`src/sv/stpl_pkg.sv`:
```
// shared types and constants for the sweep table packet loader
`default_nettype none
package stpl_pkg;
  localparam int TableDepthDefault = 128;
  localparam int PacketBytesDefault = 64;
  localparam int PreambleLen = 10;
  localparam logic OP_BYTE = 1'b0;
  localparam logic OP_READ = 1'b1;

  typedef enum logic [2:0] {
    ST_IDLE, ST_PARSE, ST_SCAN, ST_CLEAR, ST_REPLY, ST_READ
  } stpl_state_t;

  typedef struct packed {
    logic store_byte;
    logic parse;
    logic scan_start;
    logic scan_step;
    logic clear_step;
    logic reply_start;
    logic reply_step;
    logic read_entry;
  } stpl_cmd_t;

  typedef struct packed {
    logic packet_done;
    logic do_scan;
    logic scan_done;
    logic scan_ok;
    logic clear_done;
    logic reply_done;
  } stpl_status_t;

  function automatic logic [7:0] host_tag(input logic [3:0] i);
    case (i)
      4'd0: host_tag = "S"; 4'd1: host_tag = "i"; 4'd2: host_tag = "G";
      4'd3: host_tag = "n"; 4'd4: host_tag = "V"; 4'd5: host_tag = "1";
      4'd6: host_tag = "H"; 4'd7: host_tag = "o"; 4'd8: host_tag = "s";
      default: host_tag = "t";
    endcase
  endfunction

  function automatic logic [7:0] reply_tag(input logic [3:0] i, input logic ok);
    case (i)
      4'd0: reply_tag = "S"; 4'd1: reply_tag = "i"; 4'd2: reply_tag = "G";
      4'd3: reply_tag = "n"; 4'd4: reply_tag = "V"; 4'd5: reply_tag = "1";
      4'd6: reply_tag = "D"; 4'd7: reply_tag = "e";
      4'd8: reply_tag = ok ? "O" : "E";
      default: reply_tag = ok ? "K" : "r";
    endcase
  endfunction
endpackage
`default_nettype wire

```
`src/sv/stpl_ctrl.sv`:
```
// controller state machine
`default_nettype none
module stpl_ctrl (
  input  wire logic                  clk,
  input  wire logic                  rst,
  input  wire logic                  start,
  input  wire logic                  opcode,
  input  wire stpl_pkg::stpl_status_t status,
  output stpl_pkg::stpl_cmd_t        cmd,
  output logic                       busy
);
  import stpl_pkg::*;
  stpl_state_t state, state_next;

  always_ff @(posedge clk) begin
    if (rst) state <= ST_IDLE;
    else state <= state_next;
  end

  always_comb begin
    state_next = state;
    case (state)
      ST_IDLE: begin
        if (start) begin
          if (opcode == OP_READ) state_next = ST_READ;
          else if (status.packet_done) state_next = ST_PARSE;
        end
      end
      ST_PARSE: state_next = status.do_scan ? ST_SCAN : ST_REPLY;
      ST_SCAN: begin
        if (status.scan_done) state_next = status.scan_ok ? ST_CLEAR : ST_REPLY;
      end
      ST_CLEAR: if (status.clear_done) state_next = ST_REPLY;
      ST_REPLY: if (status.reply_done) state_next = ST_IDLE;
      ST_READ: state_next = ST_IDLE;
      default: state_next = ST_IDLE;
    endcase
  end

  always_comb begin
    cmd = '0;
    busy = (state != ST_IDLE);
    case (state)
      ST_IDLE: begin
        cmd.store_byte = start && (opcode == OP_BYTE);
        cmd.read_entry = start && (opcode == OP_READ);
      end
      ST_PARSE: begin
        cmd.parse = 1'b1;
        cmd.scan_start = status.do_scan;
        cmd.reply_start = !status.do_scan;
      end
      ST_SCAN: begin
        cmd.scan_step = 1'b1;
        cmd.reply_start = status.scan_done && !status.scan_ok;
      end
      ST_CLEAR: begin
        cmd.clear_step = 1'b1;
        cmd.reply_start = status.clear_done;
      end
      ST_REPLY: cmd.reply_step = 1'b1;
      ST_READ: ;
      default: ;
    endcase
  end
endmodule
`default_nettype wire

```
`config.mk`:
```
export PLATFORM = sky130hd
export DESIGN_NAME = stpl_ctrl
export DESIGN_NICKNAME = d
export VERILOG_FILES = /design/src/sv/stpl_pkg.sv /design/src/sv/stpl_ctrl.sv
export SDC_FILE = /design/constraint.sdc
export NUM_CORES = 1
export LEC_CHECK = 0
export BUFFER_PORTS_ARGS = -buffer_cell sky130_fd_sc_hd__buf_2
export CORE_AREA = 3 3 40 42
export DETAILED_ROUTE_END_ITERATION = 12
export DIE_AREA = 0 0 43 45
export HOLD_SLACK_MARGIN = 0.06
export PLACE_DENSITY = 0.45
export SYNTH_ARGS = -nofsm -noshare
export SYNTH_HDL_FRONTEND = slang
export SYNTH_SLANG_ARGS = --single-unit
```
`constraint.sdc`:
```
create_clock -name clk -period 2.85 [get_ports clk]
set_input_delay 0.57 -clock clk [delete_from_list [all_inputs] [get_ports clk]]
set_output_delay 0.57 -clock clk [all_outputs]
set_load 0.005 [all_outputs]
```
==> results of run 1 <==
synth_stat cells (2+ instances only):
cell type  number  area share
nor2b_1         3       0.061
nand2b_1        5        0.10
buf_6           2       0.073
nand3b_1        2       0.049
dfxtp_1         3        0.20
nand2_1         3       0.037
inv_1           2       0.024
nor2_1          7       0.086
through the flow:
stage,setup slack (ns),util,hold WS [ns]
after floorplan,1.35,-,0.577
after global placement,1.10,0.302,0.659
after detailed placement,1.09,0.302,0.659
after CTS,0.938,0.322,0.557
after global routing,0.838,0.322,0.577
final,0.972,0.322,0.562
worst max-delay path: stages, from the launching register on:
cell and delay, ns:
dfxtp_1 0.52, nor2b_1 0.27, a32oi_1 0.08, nor2_1 0.10, buf_2 0.11
how the worst max path moves through the flow:
stage / from / end / slack (ns) / cells past startpoint
global placement: status[1] / cmd[2] / 1.10 / 5
floorplan: status[1] / cmd[2] / 1.35 / 3
detailed placement: status[1] / cmd[2] / 1.09 / 5
CTS: state[1] / cmd[2] / 0.94 / 4
global route: state[1] / cmd[2] / 0.84 / 4
finish: state[1] / cmd[2] / 0.97 / 4
per-layer routing:
metal  GRT usage  vias to the layer above
met5           0                        -
met4      0.0542                        0
met3      0.0319                        0
met2       0.129                       12
met1       0.108                      151
li1            -                      185
area by class of cell:
class	count	area share
Inverter	2	0.0181
Timing Repair Buffer	18	0.218
Multi-Input combinational cell	35	0.511
Tap cell	15	0.0453
Clock buffer	4	0.0634
Sequential cell	3	0.145
power groups by stage:
stage | clock network [mW] | logic (mW) | registers, mW
after floorplan | 0 | 0.164 | 0.0671
after detailed placement | 0 | 0.172 | 0.101
after global placement | 0 | 0.174 | 0.102
after global routing | 0.0809 | 0.195 | 0.105
final | 0.0735 | 0.169 | 0.0994
after CTS | 0.0784 | 0.173 | 0.101
logic make-up after synthesis:
family,Yosys count,share of synthesized area
simple gates,27,0.494
mux,1,0.0327
compound gates,7,0.163
buf+inv,5,0.114
flops,3,0.196
==> impl_results.md, run 1 <==
* FP Rows at 13
* Syn Area/Cell at 7.13 µm²
* Worst slew pin tran at 0.393 ns
* Area grow syn2layout at 35.1%
* Post-CTS setup buffer count at 0
* Sw Pwr at 139 µW
* Worst-path maximum fanout at 11
* Largest regs: state x3
* Peak supply drop at 0.361 mV
* Hold_buf cts at 0
* Most frequent cells in the layout: 18 x buf_2, 7 x nor2_1, 5 x nand2b_1
* CTS Buf Count at 3
* Metal2 WL at 362 µm
* Placed cell areas at 388 µm²
* Crit path time final at 1.88 ns
* Syn nets at 53
* Dpl hpwl at 601 µm
* Part of the power in registers at 0.291
* Post-layout power at 342 µW
* First-pass GRT wire length at 1.28 mm
* Dpl cells at 73
* Post-Synthesis Cells at 43
* Initial antenna violation count at 0
* Setup TNS Final at 0 ns
* # Max-Cap Violations at 0
* Top_reg_cell synth: dfxtp_1
* Die height at 45 µm
* Worst setup SP type: flip-flop
* PD cells at 826 nW/µm²
* DRT met1 WL at 329 µm
* Reg area at 60.1 µm²
* Switching part of the total power at 0.406
* Non-filler cells, final at 77
* Yosys warnings at 0
* # fillers at 148
* Slew margin rel. at 0.738
* Drt pass-1 iters at 4
* Flops & latches, synth at 3
* Setup Skew at 0.00365 ns
* Critical Path Sink Type: output pin
* HP Class: in2reg
* Share of cells above drive strength 1 at 0.355
* Crit path DAT at 1.31 ns
* Clock sinks at 3
* Die area at 1940 µm²
* # DRC at 0
* Worst R2R Path Depth at 3
* Leak at 0.207 nW
* Worst Setup Path Type: reg2out
* Worst-path clk slew at 0.03 ns
* Mapped Area at 307 µm²
* Cell-internal power at 203 µW
* Clock power frac at 0.215
* Reg-to-reg endpoint: state[0]
* Total Nets Final at 73
* Hold depth at 2
* Biggest register: state
* H-tree Lvls at 1
* Part of the cycle the worst path needs at 0.659
* Post-synthesis cell type count at 24
* Met3 WL at 74 µm
* All-Layer GR Usage at 0.0874
* Clock latency on the worst-skew pair at 0.23 ns
* Logic pwr share at 0.495
* Required time of the critical path at 2.28 ns
* Final-report hold violation count at 0
* R2r startpoint: state[0]
* Routed WL at 766 µm
* Slew Limit Fails at 0
* Vias in the first global route at 318
* Drt wl/cell at 9.95 µm
* DRT antenna net count at 0
* Via Count at 348
* Seq/Total Area, Yosys at 0.196
* DR iter-0 viols at 10
* Io pins at 19
* FF-to-FF setup slack at 1.62 ns
* Worst Hold Endpoint: state[1]
* Resize count post-CTS at 0
* Fmax at 532 MHz
* Outcome: finished clean
* Max reg flops at 3
* Ys async rst share at 0
* I/O Buffers at 18
* Hold path startpoint: rst
* Number of synthesized flops with an enable pin at 0
* Final Wtd Congestion at 0.697
* Largest net degree at the start of global routing at 14
* Uppermost layer routed: met3
* Core area at 1280 µm²
* Commonest non-fill, non-tap cell in the layout: buf_2
* Max clock buf depth at 2
* Multi-input logic area at 211 µm²
* Ant. Diodes at 0
* Via density at 4.52
* Initial core utilization at 0.239
* Clock root buffer: clkbuf_4
* Total gr overflow at 0
* RSZ-0062 raised after global routing: no
* TritonCTS clock tree: yes
* DIE WIDTH at 43 µm
* Final instance area at 414 µm²
* Final Setup Violations at 0
(Power assumes the default switching activity.)
==> inputs of run 2 (changes only) <==
--- a/config.mk
+++ b/config.mk
@@ -10,7 +10,7 @@
 export DETAILED_ROUTE_END_ITERATION = 12
 export DIE_AREA = 0 0 43 45
 export HOLD_SLACK_MARGIN = 0.06
-export PLACE_DENSITY = 0.45
+export PLACE_DENSITY = 0.47
 export SYNTH_ARGS = -nofsm -noshare
 export SYNTH_HDL_FRONTEND = slang
 export SYNTH_SLANG_ARGS = --single-unit
==> constraint.sdc (replaced) <==
create_clock -name clk -period 1.6 [get_ports clk]
set_input_delay 0.32 -clock clk [delete_from_list [all_inputs] [get_ports clk]]
set_output_delay 0.32 -clock clk [all_outputs]
set_load 0.005 [all_outputs]
==> impl_results.md, run 2 (synthesis gave the netlist of run 1 again) <==
* Peak supply drop at 0.441 mV (+22%)
* Max stage delay on crit path at 0.55 ns (+0.03 ns)
* Required time of the critical path at 1.28 ns (-1.00 ns)
* Vias in the first global route at 301 (-5.3%)
* First-pass GRT wire length at 1.28 mm (unchanged)
* Hold_buf cts at 0 (unchanged)
* Part of the power in registers at 0.293 (+0.002)
* Drt pass-1 iters at 4 (unchanged)
* Largest regs: state x3
* Fmax at 658 MHz
* H-tree Lvls at 1 (unchanged)
* Initial antenna violation count at 0 (unchanged)
* HP Class: in2reg
* Final Wtd Congestion at 0.659 (-5.5%)
* All-Layer GR Usage at 0.0891 (+0.00174)
* CTS Buf Count at 3 (unchanged)
* Final-report hold violation count at 0 (unchanged)
* Clock sinks at 3 (unchanged)
* Crit path time final at 1.52 ns
* Max reg flops at 3 (unchanged)
* Core area at 1280 µm² (unchanged)
* Critical path cell sequence: nor2b_1 > a32oi_1 > nor2_1 > buf_2
* # Max-Cap Violations at 0 (unchanged)
* # DRC at 0 (unchanged)
* Worst slew pin tran at 0.389 ns (-0.00362 ns)
* Placed cell areas at 388 µm² (unchanged)
* Setup Skew at 0.00112 ns (-0.00253 ns)
* Ant. Diodes at 0 (unchanged)
* CP max stage cell: dfxtp_1
* Sw Pwr at 246 µW (+77%)
* Slew margin rel. at 0.740 (+0.00242)
* Critical Path Sink Type: output pin
* Clock power frac at 0.213 (-0.002)
* Dpl hpwl at 596 µm (-0.90%)
* Leak at 0.208 nW (+0.64%)
* Hold Worst Slack at 0.306 ns (-0.255 ns)
* I/O Buffers at 18 (unchanged)
* DRT antenna net count at 0 (unchanged)
* PD cells at 1460 nW/µm² (+76%)
* RSZ-0062 raised after global routing: yes
* Post-layout power at 609 µW (+78%)
* Worst setup SP type: flip-flop
* FP Rows at 13 (unchanged)
* Final instance area at 418 µm² (+0.91%)
* Largest net degree at the start of global routing at 14 (unchanged)
* Worst-path clk slew at 0.04 ns (about the same)
* Routed WL at 779 µm (+1.7%)
* Share of cells above drive strength 1 at 0.387 (+0.0323)
* Biggest register: state
* Die area at 1940 µm² (unchanged)
* Commonest non-fill, non-tap cell in the layout: buf_2
* Die height at 45 µm (unchanged)
* Logic pwr share at 0.494 (about the same)
* Switching part of the total power at 0.403 (-0.00267)
* Layout Utilization at 0.325 (+0.00292)
* Worst-path maximum fanout at 13 (+2)
* Via Count at 353 (+1.4%)
* Via density at 4.58 (+1.4%)
* Slew Limit Fails at 0 (unchanged)
* Worst Setup Path Type: reg2out
* Total gr overflow at 0 (unchanged)
* DIE WIDTH at 43 µm (unchanged)
* Max clock buf depth at 2 (unchanged)
* Clock latency on the worst-skew pair at 0.23 ns (about the same)
* Final Setup Violations at 0 (unchanged)
* Post-CTS setup buffer count at 0 (unchanged)
* Outcome: finished clean
* Io pins at 19 (unchanged)
* Initial core utilization at 0.239 (unchanged)
* Drt wl/cell at 10.1 µm (+1.7%)
* Clock root buffer: clkbuf_4
* TritonCTS clock tree: yes
* Most frequent cells in the layout: 18 x buf_2, 7 x nor2_1, 5 x nand2b_1
* Area grow syn2layout at 36.3%
* Cell-internal power at 364 µW (+79%)
* Total Nets Final at 73 (unchanged)
* Crit path DAT at 1.20 ns (-0.11 ns)
* DR iter-0 viols at 5 (-5)
* Part of the cycle the worst path needs at 0.950
[run 2: cell count changes in the layout (fill, tap and decap cells not counted)]
cell / delta
nor2b_1: -1
dfxtp_2: +1
dfxtp_1: -1
nor2b_2: +1
[run 2: worst max-delay path: cells and delay by family, from the launching register on]
| family | cells | cell delay (ns) |
|---|---|---|
| AOI/OAI and AO/OA | 1 | 0.15 |
| buffers and inverters | 1 | 0.13 |
| DFF | 1 | 0.55 |
| and+or+nand+nor | 2 | 0.14 |
[run 2: layout make-up]
| type | count | area, µm² |
|---|---|---|
| fill | 153 | 867 |
| multi-input combinational | 35 | 214 |
| timing repair buffer | 18 | 90.1 |
| sequential | 3 | 61.3 |
| clock buffer | 4 | 26.3 |
| tap | 15 | 18.8 |
| inverter | 2 | 7.51 |
[run 2: timing repair]
action                                  CTS  global route
pin swaps                                 0             1
hold endpoints to repair                  0             0
resized for setup                         1             1
endpoints found under the setup margin    1             4
[run 2: final timing paths]
kind | start | to | slack [ns] | cells after the start
worst max register to register | state[0] | state[0] | 0.37 | 3
worst min register to register | state[0] | state[0] | 0.65 | 2
worst max-delay path | state[0] | cmd[2] | 0.08 | 4
worst min-delay path | rst | state[1] | 0.31 | 2
[run 2: metrics by stage]
step,instances,setup WS (ns),setup TNS (ns)
after CTS,77,0.0259,0
after global routing,77,-0.00245,-0.00245
after detailed placement,73,0.178,0
final,77,0.0807,0
after floorplan,43,0.451,0
after global placement,73,0.147,0
[run 2: metal layers]
layer,global-route usage,share of wire,vias up
met3,0.0199,0.082,0
li1,-,-,188
met2,0.120,0.43,14
met5,0,0,-
met1,0.120,0.49,151
met4,0.0723,0,0
[run 2: power by group through the flow]
stage / logic (mW) / registers (mW) / clock network, mW
finish: 0.301 / 0.179 / 0.130
global route: 0.346 / 0.186 / 0.139
CTS: 0.307 / 0.180 / 0.138
detailed placement: 0.305 / 0.180 / 0
global placement: 0.308 / 0.180 / 0
floorplan: 0.293 / 0.120 / 0
==> inputs of run 3 (changes only) <==
--- a/config.mk
+++ b/config.mk
@@ -10,7 +10,6 @@
 export DETAILED_ROUTE_END_ITERATION = 12
 export DIE_AREA = 0 0 43 45
 export HOLD_SLACK_MARGIN = 0.06
-export PLACE_DENSITY = 0.47
 export SYNTH_ARGS = -nofsm -noshare
 export SYNTH_HDL_FRONTEND = slang
 export SYNTH_SLANG_ARGS = --single-unit
==> impl_results.md, run 3 (synthesis gave the netlist of run 1 again) <==
* Required time of the critical path at 1.28 ns (about the same)
* Worst R2R Path Depth at 3 (unchanged)
* PD cells at 1490 nW/µm² (+2.2%)
* Clock sinks at 3 (unchanged)
* Worst Setup Path Type: reg2out
* Setup Skew at 0.00188 ns (+0.000764 ns)
* Core area at 1280 µm² (unchanged)
* GR met3 Demand/Resource at 0.0518 (+0.0319)
* Routed WL at 726 µm (-6.8%)
* Part of the cycle the worst path needs at 0.923 (-0.0264)
* First-pass GRT wire length at 1.23 mm (-3.8%)
* Vias in the first global route at 312 (+3.7%)
* Via Count at 344 (-2.5%)
* I/O Buffers at 18 (unchanged)
* Clock root buffer: clkbuf_4
* Critical Path Sink Type: output pin
* Hold depth at 2 (unchanged)
* Worst-path maximum fanout at 11 (-2)
* Ant. Diodes at 0 (unchanged)
* DIE WIDTH at 43 µm (unchanged)
* Max clock buf depth at 2 (unchanged)
* Largest net degree at the start of global routing at 14 (unchanged)
* Final Setup Violations at 0 (unchanged)
* R2r startpoint: state[1]
* CP max stage cell: dfxtp_2
* RSZ-0062 raised after global routing: no
* Slew margin rel. at 0.819 (+0.0791)
* M2 GR Usage at 0.129 (+0.00898)
* FP Rows at 13 (unchanged)
* Max reg flops at 3 (unchanged)
* Initial antenna violation count at 0 (unchanged)
* # Max-Cap Violations at 0 (unchanged)
* Initial core utilization at 0.239 (unchanged)
* Reg-to-reg endpoint: state[0]
* Hold path startpoint: rst
* Total Nets Final at 73 (unchanged)
* Largest regs: state x3
* Biggest register: state
* Io pins at 19 (unchanged)
* Critical path cell sequence: nor2b_2 > a32oi_1 > nor2_1 > buf_2
* Outcome: finished clean
* Commonest non-fill, non-tap cell in the layout: buf_2
* Worst-path clk slew at 0.04 ns (about the same)
* All-Layer GR Usage at 0.0849 (-0.00423)
* Layout Utilization at 0.332 (+0.00682)
* FF-to-FF setup slack at 0.44 ns (+0.07 ns)
* Most frequent cells in the layout: 18 x buf_2, 7 x nor2_1, 5 x nand2b_1
* DRT antenna net count at 0 (unchanged)
* GRT busiest layer: met2
* Via density at 4.47 (-2.5%)
* Crit path DAT at 1.16 ns (-0.04 ns)
* Crit path time final at 1.48 ns (-0.0422 ns)
* Final Wtd Congestion at 0.720 (+9.2%)
* Final-report hold violation count at 0 (unchanged)
* Die height at 45 µm (unchanged)
* TritonCTS clock tree: yes
* H-tree Lvls at 1 (unchanged)
* Post-CTS setup buffer count at 0 (unchanged)
* Setup TNS Final at 0 ns (unchanged)
* Slew Limit Fails at 0 (unchanged)
* Drt wl/cell at 9.43 µm (-6.8%)
* Worst Hold Endpoint: state[1]
* DR iter-0 viols at 4 (-1)
* Clock latency on the worst-skew pair at 0.23 ns (about the same)
* Dpl hpwl at 547 µm (-8.2%)
* CTS Buf Count at 3 (unchanged)
* GR Layer Usage met1 at 0.103 (-0.0171)
* Max stage delay on crit path at 0.43 ns (-0.12 ns)
* Worst slew pin tran at 0.267 ns (-0.122 ns)
* # DRC at 0 (unchanged)
* Leak at 0.210 nW (+1.1%)
* # fillers at 141 (-7.8%)
* HP Class: in2reg
* Share of cells above drive strength 1 at 0.419 (+0.0323)
* Peak supply drop at 0.520 mV (+18%)
* Fmax at 677 MHz (+2.9%)
* Die area at 1940 µm² (unchanged)
* Hold_buf cts at 0 (unchanged)
* Drt pass-1 iters at 4 (unchanged)
* Total gr overflow at 0 (unchanged)
* Area grow syn2layout at 39.2%
* Worst setup SP type: flip-flop
[run 3: routing by layer]
layer	vias to the layer above	routed length, µm	share of wire
met5	-	0	0
met4	0	0	0
met3	0	73	0.10
met2	17	296	0.41
met1	142	355	0.49
li1	185	-	-
[run 3: worst max-delay path, delay by kind of cell (launching register included)]
kind | cells | cell delay (ns)
flip-flops | 1 | 0.43
buffers and inverters | 1 | 0.11
AO/OA/AOI/OAI | 1 | 0.07
AND/OR/NAND/NOR | 2 | 0.31
[run 3: final cells by class]
| cell class | count | area (µm²) | area share |
|---|---|---|---|
| Multi-Input combinational cell | 35 | 220 | 0.516 |
| Timing Repair Buffer | 18 | 90.1 | 0.211 |
| Sequential cell | 3 | 63.8 | 0.150 |
| Clock buffer | 4 | 26.3 | 0.0616 |
| Inverter | 2 | 7.51 | 0.0176 |
| Tap cell | 15 | 18.8 | 0.0440 |
[run 3: power breakdown]
group          leakage (nW)  internal, mW  total [mW]  switching, mW
Sequential           0.0258         0.111       0.193         0.0827
Combinational         0.169         0.177       0.312          0.135
Clock                0.0150        0.0933       0.130         0.0371
Total                 0.210         0.381       0.636          0.255
[run 3: timing repair]
| action | in CTS | in global routing |
|---|---|---|
| gates cloned | 0 | 0 |
| gates resized for setup | 1 | 4 |
| setup endpoints to repair | 1 | 6 |
[run 3: worst max-delay path by stage]
stage,startpoint,to,cells after the start
2_1_floorplan,state[1],cmd[2],4
3_3_place_gp,state[1],cmd[2],4
3_5_place_dp,state[1],cmd[2],4
4_1_cts,state[0],cmd[0],3
5_1_grt,state[1],cmd[2],4
6_report,state[1],cmd[2],4
[run 3: through the flow]
stage,worst slack (ns),total power [mW],cell area (µm²),instances,hold WS (ns)
after floorplan,0.451,0.412,307,43,0.389
after global placement,0.200,0.481,388,73,0.542
after detailed placement,0.228,0.477,388,73,0.540
after CTS,0.0358,0.619,415,77,0.285
after global routing,0.0146,0.706,427,77,0.301
final,0.123,0.636,427,77,0.296
